## src/rtl/spr_pkg.sv

```systemverilog
// ----------------------------------------------------------------------------
// spr_pkg - shared types and constants for the step pulse spreader
// Fixed field widths and the control group that drives each axis lane.
// ----------------------------------------------------------------------------
package spr_pkg;

    // fixed widths of the load fields
    localparam int TICKS_W = 16;
    localparam int STEP_W  = 17;

    // per-item strobes from the sequencer to the lanes
    typedef struct packed {
        logic mul_en;    // register the two products
        logic step_en;   // tick item: advance the pulse count on a hit
        logic start_en;  // move ends: load the next move
    } spr_ctl_t;

endpackage

```

## src/rtl/spr_lane.sv

```systemverilog
// ----------------------------------------------------------------------------
// spr_lane - one axis of the step pulse spreader
// Holds the axis' pulse counts and decides whether this tick is a step tick.
// ----------------------------------------------------------------------------
module spr_lane #(
    parameter int TICK_BITS = 16
) (
    input  logic                         aclk,
    input  logic                         aresetn,
    input  spr_pkg::spr_ctl_t            ctl,
    input  logic [TICK_BITS-1:0]         tick,      // tick index in move
    input  logic [TICK_BITS-1:0]         span,      // running move ticks - 1
    input  logic [TICK_BITS-1:0]         new_span,  // next move ticks - 1
    input  logic [spr_pkg::STEP_W-1:0]   new_steps, // next move raw count
    output logic                         hit,
    output logic                         dir_next
);

    localparam int PW = 2 * TICK_BITS;
    localparam int CW = (TICK_BITS > spr_pkg::STEP_W) ? TICK_BITS : spr_pkg::STEP_W;

    logic [TICK_BITS-1:0] done_reg,  done_next;
    logic [TICK_BITS-1:0] total_reg, total_next;
    logic                 dir_reg;
    logic [PW-1:0]        due_prod_reg;   // span * done
    logic [PW-1:0]        lo_prod_reg;    // tick * total

    logic [PW:0]                hi_prod;
    logic [spr_pkg::STEP_W-1:0] mag;
    logic [CW-1:0]              mag_ext;
    logic [CW-1:0]              span_ext;
    logic [TICK_BITS-1:0]       mag_clamped;
    logic                       neg;
    logic                       new_dir;

    // tick == floor(span*done/total)  <=>  tick*total <= span*done < tick*total + total
    always_comb begin
        hi_prod = {1'b0, lo_prod_reg} + (PW+1)'(total_reg);
        hit = (done_reg != total_reg) && (total_reg != '0)
              && (lo_prod_reg <= due_prod_reg)
              && ({1'b0, due_prod_reg} < hi_prod);
    end

    // next move: magnitude clamped to ticks - 1, direction from sign
    always_comb begin
        neg         = new_steps[spr_pkg::STEP_W-1];
        mag         = neg ? (spr_pkg::STEP_W'(0) - new_steps) : new_steps;
        mag_ext     = CW'(mag);
        span_ext    = CW'(new_span);
        mag_clamped = (mag_ext > span_ext) ? new_span : TICK_BITS'(mag_ext);
        new_dir     = !neg && (new_steps != '0);
        dir_next    = ctl.start_en ? new_dir : dir_reg;
    end

    always_comb begin
        done_next  = done_reg;
        total_next = total_reg;
        priority if (ctl.start_en) begin
            done_next  = '0;
            total_next = mag_clamped;
        end else if (ctl.step_en && hit) begin
            done_next = done_reg + TICK_BITS'(1);
        end
    end

    always_ff @(posedge aclk) begin
        if (!aresetn) begin
            done_reg  <= '0;
            total_reg <= '0;
            dir_reg   <= 1'b0;
        end else begin
            done_reg  <= done_next;
            total_reg <= total_next;
            dir_reg   <= dir_next;
        end
    end

    always_ff @(posedge aclk) begin
        if (ctl.mul_en) begin
            due_prod_reg <= PW'(span) * PW'(done_reg);
            lo_prod_reg  <= PW'(tick) * PW'(total_reg);
        end
    end

endmodule

```

## src/rtl/three_axis_step_pulse_spreader.sv

```systemverilog
// ----------------------------------------------------------------------------
// three_axis_step_pulse_spreader - evenly spaced step pulses for several axes
// Tick items produce step, direction and move-end levels; load items queue
// the next move (tick count plus one signed step count per axis).
// ----------------------------------------------------------------------------
//
//  channel   | dir | tdata (low bit up)                         | tuser
//  ----------+-----+--------------------------------------------+----------
//  s_axis    | in  | move_ticks[16], steps per axis[17] each     | opcode
//  m_axis    | out | pulse per axis, direction per axis,        | -
//            |     | move_end, queue_full                       |
//
//  Each item passes capture, one multiply stage and one compare and update
//  stage; each lane has two 16x16 (TICK_BITS squared) multipliers. A new
//  item is taken in the cycle after the result is registered.
//  A result waiting on m_axis holds only the compare stage of the next item.
//  Synchronous active-low reset: no move queued, an empty one-tick move runs.
//
module three_axis_step_pulse_spreader #(
    parameter int AXES      = 3,
    parameter int TICK_BITS = 16,
    localparam int DATA_W    = spr_pkg::TICKS_W + AXES * spr_pkg::STEP_W,
    localparam int S_TDATA_W = ((DATA_W + 7) / 8) * 8,
    localparam int OUT_W     = 2 * AXES + 2,
    localparam int M_TDATA_W = ((OUT_W + 7) / 8) * 8
) (
    input  logic                    aclk,
    input  logic                    aresetn,
    // input items
    input  logic                    s_axis_tvalid,
    output logic                    s_axis_tready,
    // move_ticks, steps_a, steps_b, steps_c, ... (zero padding to bytes)
    input  logic [S_TDATA_W-1:0]    s_axis_tdata,
    // opcode: 0 tick, 1 queue next move
    input  logic                    s_axis_tuser,
    // result items
    output logic                    m_axis_tvalid,
    input  logic                    m_axis_tready,
    // pulse_a.., direction_a.., move_end, queue_full (zero padding to bytes)
    output logic [M_TDATA_W-1:0]    m_axis_tdata
);

    typedef enum logic [2:0] {
        S_IDLE = 3'b001,
        S_MUL  = 3'b010,
        S_EVAL = 3'b100
    } state_t;

    state_t state_reg, state_next;

    // captured item
    logic                        op_reg;
    logic [spr_pkg::TICKS_W-1:0] ticks_in_reg;
    logic [spr_pkg::STEP_W-1:0]  steps_in_reg [AXES];

    // running move
    logic [TICK_BITS-1:0] tick_reg, tick_next;
    logic [TICK_BITS-1:0] span_reg, span_next;     // active ticks - 1

    // waiting move
    logic                        qvalid_reg, qvalid_next;
    logic [spr_pkg::TICKS_W-1:0] qticks_reg;
    logic [spr_pkg::STEP_W-1:0]  qsteps_reg [AXES];

    // result register
    logic             m_valid_reg, m_valid_next;
    logic [OUT_W-1:0] m_data_reg;

    spr_pkg::spr_ctl_t    ctl;
    logic                 out_free;
    logic                 move_ends;
    logic [TICK_BITS-1:0] new_ticks;
    logic [TICK_BITS-1:0] new_span;
    logic [AXES-1:0]      lane_hit;
    logic [AXES-1:0]      lane_dir;
    logic [spr_pkg::STEP_W-1:0] lane_steps [AXES];

    assign s_axis_tready = (state_reg == S_IDLE);
    assign m_axis_tvalid = m_valid_reg;
    assign m_axis_tdata  = M_TDATA_W'(m_data_reg);
    assign out_free      = !m_valid_reg || m_axis_tready;

    // tick index never passes span, so equality marks the last tick
    assign move_ends = !op_reg && (tick_reg == span_reg);

    // next move length: queued one, or an empty one-tick move; zero reads as one
    always_comb begin
        new_ticks = qvalid_reg ? TICK_BITS'(qticks_reg) : TICK_BITS'(1);
        new_span  = (new_ticks == '0) ? '0 : (new_ticks - TICK_BITS'(1));
    end

    always_comb begin
        state_next   = state_reg;
        ctl          = '0;
        m_valid_next = m_valid_reg && !m_axis_tready;
        tick_next    = tick_reg;
        span_next    = span_reg;
        qvalid_next  = qvalid_reg;
        unique case (state_reg)
            S_IDLE: begin
                if (s_axis_tvalid) begin
                    state_next = S_MUL;
                end
            end
            S_MUL: begin
                ctl.mul_en = 1'b1;
                state_next = S_EVAL;
            end
            S_EVAL: begin
                if (out_free) begin
                    ctl.step_en  = !op_reg;
                    ctl.start_en = move_ends;
                    m_valid_next = 1'b1;
                    state_next   = S_IDLE;
                    priority if (op_reg) begin
                        qvalid_next = 1'b1;
                    end else if (move_ends) begin
                        tick_next   = '0;
                        span_next   = new_span;
                        qvalid_next = 1'b0;
                    end else begin
                        tick_next = tick_reg + TICK_BITS'(1);
                    end
                end
            end
            default: state_next = S_IDLE;
        endcase
    end

    always_ff @(posedge aclk) begin
        if (!aresetn) begin
            state_reg   <= S_IDLE;
            m_valid_reg <= 1'b0;
            tick_reg    <= '0;
            span_reg    <= '0;
            qvalid_reg  <= 1'b0;
            qticks_reg  <= '0;
        end else begin
            state_reg   <= state_next;
            m_valid_reg <= m_valid_next;
            tick_reg    <= tick_next;
            span_reg    <= span_next;
            qvalid_reg  <= qvalid_next;
            if (state_reg == S_EVAL && out_free && op_reg) begin
                qticks_reg <= ticks_in_reg;
            end
        end
    end

    // item capture
    always_ff @(posedge aclk) begin
        if (s_axis_tvalid && s_axis_tready) begin
            op_reg       <= s_axis_tuser;
            ticks_in_reg <= s_axis_tdata[spr_pkg::TICKS_W-1:0];
        end
    end

    // merge: lane findings and move status into one result
    always_ff @(posedge aclk) begin
        if (state_reg == S_EVAL && out_free) begin
            m_data_reg[AXES-1:0]      <= op_reg ? '0 : lane_hit;
            m_data_reg[2*AXES-1:AXES] <= lane_dir;
            m_data_reg[2*AXES]        <= move_ends;
            m_data_reg[2*AXES+1]      <= qvalid_next;
        end
    end

    for (genvar i = 0; i < AXES; i++) begin : g_axis
        localparam int LO = spr_pkg::TICKS_W + i * spr_pkg::STEP_W;

        always_ff @(posedge aclk) begin
            if (s_axis_tvalid && s_axis_tready) begin
                steps_in_reg[i] <= s_axis_tdata[LO +: spr_pkg::STEP_W];
            end
        end

        always_ff @(posedge aclk) begin
            if (!aresetn) begin
                qsteps_reg[i] <= '0;
            end else if (state_reg == S_EVAL && out_free && op_reg) begin
                qsteps_reg[i] <= steps_in_reg[i];
            end
        end

        // no move waiting: the empty move has no steps
        assign lane_steps[i] = qvalid_reg ? qsteps_reg[i] : '0;

        spr_lane #(
            .TICK_BITS (TICK_BITS)
        ) u_lane (
            .aclk      (aclk),
            .aresetn   (aresetn),
            .ctl       (ctl),
            .tick      (tick_reg),
            .span      (span_reg),
            .new_span  (new_span),
            .new_steps (lane_steps[i]),
            .hit       (lane_hit[i]),
            .dir_next  (lane_dir[i])
        );
    end

endmodule

```

## config.mk

```make
export PLATFORM = sky130hd
export DESIGN_NAME = three_axis_step_pulse_spreader
export DESIGN_NICKNAME = d
export VERILOG_FILES = /design/src/rtl/spr_pkg.sv /design/src/rtl/spr_lane.sv /design/src/rtl/three_axis_step_pulse_spreader.sv
export SDC_FILE = /design/constraint.sdc
export NUM_CORES = 2
export LEC_CHECK = 0
export ABC_AREA = 1
export BUFFER_PORTS_ARGS = -buffer_cell sky130_fd_sc_hd__buf_2
export CAP_MARGIN = 20
export CORE_MARGIN = 2
export CORE_UTILIZATION = 35
export CTS_CLUSTER_DIAMETER = 120
export DETAILED_ROUTE_END_ITERATION = 8
export PLACE_DENSITY = 0.5
export SLEW_MARGIN = 25
export SYNTH_ARGS = -nofsm -noshare
export SYNTH_HDL_FRONTEND = slang
export SYNTH_SLANG_ARGS = --single-unit
```

## constraint.sdc

```tcl
create_clock -name aclk -period 16.3 [get_ports aclk]
set_input_delay 2.445 -clock aclk [delete_from_list [all_inputs] [get_ports aclk]]
set_output_delay 2.445 -clock aclk [all_outputs]
set_load 0.005 [all_outputs]
```

==> insert_results.sql <==
INSERT INTO impl_metrics (metric_group, metric, value, unit) VALUES
('sta', 'max_clock_freq', '140', 'MHz'),
('global_routing', 'gr-usage-all-layers', '19.9', '%'),
('sta', 'finalMaxSlewViolations', '0', ''),
('run', 'max_cap_violation_count', '0', ''),
('floorplanning', 'dieArea', '0.237', 'mm^2'),
('power', 'finalPower', '2.88', 'mW'),
('global_routing', 'via_count_of_the_first_global_routing_pass', '68100', ''),
('sta', 'post_route_setup_tns', '0', 'ps'),
('cells_and_area', 'fin_nets', '12400', ''),
('cells_and_area', 'area_overhead_vs_synth', '6.67', '%'),
('yosys', 'synth_top_cell_by_area', 'fa_1', ''),
('yosys', 'synth_edf_count', '319', ''),
('sta', 'skew', '31.5', 'ps'),
('worst_setup_path', 'cp_max_fo', '33', ''),
('cells_and_area', 'instances_no_fill', '13300', ''),
('yosys', 'synth-seq-area-share', '15.5', '%'),
('floorplanning', 'initial_core_util', '35.1', '%'),
('floorplanning', 'io_pins', '87', ''),
('sta', 'timing.hold.ws', '451', 'ps'),
('sta', 'worstMarginPinSlew', '1080', 'ps'),
('clock_tree', 'cts.htree.levels', '3', ''),
('worst_setup_path', 'criticalPathCategory', 'flip-flop to flip-flop', ''),
('clock_tree', 'tritoncts', 'built', ''),
('floorplanning', 'die_w', '487', 'um'),
('global_routing', 'number_of_antenna_violations_at_the_first_check_in_global_routing', '5', ''),
('yosys', 'synth_area', '0.0815', 'mm^2'),
('global_routing', 'grt_max_degree', '76', ''),
('sta', 'setup_viol', '0', ''),
('cells_and_area', 'drive_gt1_share', '3.99', '%'),
('yosys', 'synth_ff_type', 'edfxtp_1', ''),
('yosys', 'synth.top_cells.by_count', 'nand2_1 (2633), inv_1 (2600), fa_1 (1167)', ''),
('worst_setup_path', 'worstSetupEndpointType', 'flip-flop', ''),
('floorplanning', 'std_cell_rows', '177', ''),
('place', 'hpwlAfterDp', '178000', 'um'),
('route', 'num_vias', '64400', ''),
('power', 'power_leakage', '49.1', 'nW'),
('route', 'avgRoutedWirePerCell', '17.4', 'um'),
('place', 'place_inst', '13200', ''),
('sta', 'finalCriticalPeriod', '7160', 'ps'),
('yosys', 'synth.ff_latch_count', '471', ''),
('clock_tree', 'cts_resized', '0', ''),
('floorplanning', 'placeableCoreArea', '0.232', 'mm^2'),
('yosys', 'post_synth_inst_count', '10400', ''),
('yosys', 'post-synth-top-area-fraction', '28.7', '%'),
('sta', 'finalHoldViolations', '0', ''),
('global_routing', 'wire_length_of_the_first_global_routing_pass', '374000', 'um'),
('clock_tree', 'clk_pin_slew_worst_paths', '50', 'ps'),
('yosys', 'synth.top_cells.by_area', 'fa_1 (29%), ha_1 (14%), nand2_1 (12%)', ''),
('clock_tree', 'hold_fix_buffers_at_cts', '0', ''),
('route', 'routed_wirelength', '231000', 'um'),
('place', 'port_buffers', '81', ''),
('yosys', 'syn_nets', '12600', ''),
('place', 'placer_s_final_routability_congestion_estimate', '0.881', ''),
('yosys', 'synth-warning-count', '0', ''),
('worst_setup_path', 'critPathArrivalTime', '7590', 'ps'),
('yosys', 'avg_inst_size_synth', '7.84', 'um^2'),
('worst_setup_path', 'required', '16730', 'ps'),
('worst_hold_path', 'timing.hold.worst.class', 'flip-flop to flip-flop', ''),
('run_status', 'status', 'finished clean', ''),
('floorplanning', 'die_y', '487', 'um'),
('route', 'drc_violations_left', '0', ''),
('power', 'power_density', '33.1', 'mW/mm^2'),
('sta', 'fin_crit_share', '43.9', '%'),
('route', 'dr.pass1.iters', '6', ''),
('route', 'vias_per_cell', '4.84', ''),
('sta', 'rsz0062_at_grt', 'false', ''),
('yosys', 'asyncSetResetFlopFracSynth', '0', '%'),
('clock_tree', 'postCtsSetupRepairBufs', '0', ''),
('clock_tree', 'cts.sinks', '471', ''),
('worst_setup_path', 'critical_path.startpoint_type', 'flip-flop', ''),
('yosys', 'synth_cell_type_count', '61', ''),
('clock_tree', 'cts_buffer_count', '66', ''),
('clock_tree', 'cts_max_path_buffers', '3', ''),
('route', 'drt.antenna.violating_nets', '0', ''),
('sta', 'slew_headroom', '27.7', '%'),
('route', 'drtIter0Drc', '3721', ''),
('power', 'vdd_drop_max', '0.0695', 'mV'),
('cells_and_area', 'fin_util', '37.5', '%'),
('global_routing', 'grt-ovfl-total', '0', ''),
('yosys', 'synth_most_common_cell', 'nand2_1', ''),
('clock_tree', 'clk_root_buffer_cell', 'clkbuf_16', ''),
('clock_tree', 'insertion_delay_to_the_later_sink_of_the_worst_skew_pair', '690', 'ps');
## area by class of cell
cell class / instances / area (um^2)
Timing Repair Buffer: 192 / 1260
Antenna cell: 2 / 5.00
Fill cell: 24200 / 145000
Inverter: 2608 / 9790
Tap cell: 3043 / 3810
Sequential cell: 471 / 12700
Clock inverter: 38 / 369
Multi-Input combinational cell: 6866 / 57300
Clock buffer: 81 / 1740
## logic make-up after synthesis
group	count (synthesis)	share of synthesized area [%]
compound gates	821	5.60
xor+xnor	366	3.93
fa+ha+maj	2084	42.7
buf+inv	3052	14.3
flops	471	15.5
mux	5	0.0614
simple gates	3590	17.9
## placed cells by master, fill, tap and decap left out, types with 18 or more instances in the layout
| cell | Yosys | routed |
|---|---|---|
| dfxtp_2 | 0 | 39 |
| nor3_1 | 72 | 71 |
| edfxtp_1 | 319 | 319 |
| a21o_1 | 21 | 21 |
| a31oi_1 | 31 | 31 |
| xor2_1 | 232 | 232 |
| buf_4 | 5 | 110 |
| nor2_1 | 427 | 423 |
| o21ai_1 | 18 | 18 |
| clkbuf_16 | 0 | 66 |
| dfxtp_1 | 152 | 109 |
| xnor2_1 | 134 | 134 |
| a21oi_1 | 435 | 435 |
| o21bai_1 | 20 | 20 |
| nor4_1 | 40 | 40 |
| nand4_1 | 116 | 116 |
| ha_1 | 917 | 917 |
| fa_1 | 1167 | 1167 |
| o211ai_1 | 19 | 19 |
| o21a_1 | 30 | 30 |
| o21ai_0 | 184 | 184 |
| buf_2 | 84 | 81 |
| inv_1 | 2600 | 2600 |
| nand2_1 | 2633 | 2631 |
| nand3_1 | 228 | 228 |
## critical path, stage by stage (launching register included)
cell	delay, ps
dfxtp_2	720
buf_4	590
nand2_1	180
fa_1	560
fa_1	520
fa_1	510
inv_1	50
fa_1	490
fa_1	510
inv_1	60
fa_1	500
inv_1	50
ha_1	360
nand2_1	90
nor2_1	100
inv_1	40
o21ai_0	580
a21oi_1	210
o21ai_0	350
nand2_1	110
inv_1	90
nor2_1	40
nand2_1	60
nand2_1	60
## worst paths after layout
path / slack [ps] / endpoint / cells after the start / from
worst min register to register: 450 / g_axis[2].u_lane.total_reg[4] / 2 / g_axis[2].u_lane.total_reg[4]
worst min-delay path: 450 / g_axis[2].u_lane.total_reg[4] / 2 / g_axis[2].u_lane.total_reg[4]
worst max-delay path: 9140 / g_axis[1].u_lane.due_prod_reg[28] / 23 / span_reg[10]
worst max register to register: 9140 / g_axis[1].u_lane.due_prod_reg[28] / 23 / span_reg[10]
## routing by layer
layer / GRT usage [%] / vias up / part of all wire, %
met4: 4.73 / 0 / 2.3
li1: - / 30800 / -
met5: 0 / - / 0
met1: 26.7 / 31900 / 45
met2: 34.7 / 1386 / 48
met3: 1.64 / 293 / 4.2
## per-stage QoR
step	setup WS, ps	area (um^2)
floorplan	1630	81500
global placement	9200	84800
detailed placement	9140	84800
CTS	9140	86900
global route	8860	86900
finish	9140	86900
## where the power goes
group / switching [mW] / internal (mW) / leakage, nW
sequential: 0.0180 / 1.30 / 4.29
combinational: 0.0808 / 0.0364 / 43.8
clock: 0.607 / 0.833 / 1.03
No activity file was read; power rests on OpenSTA's default activity.
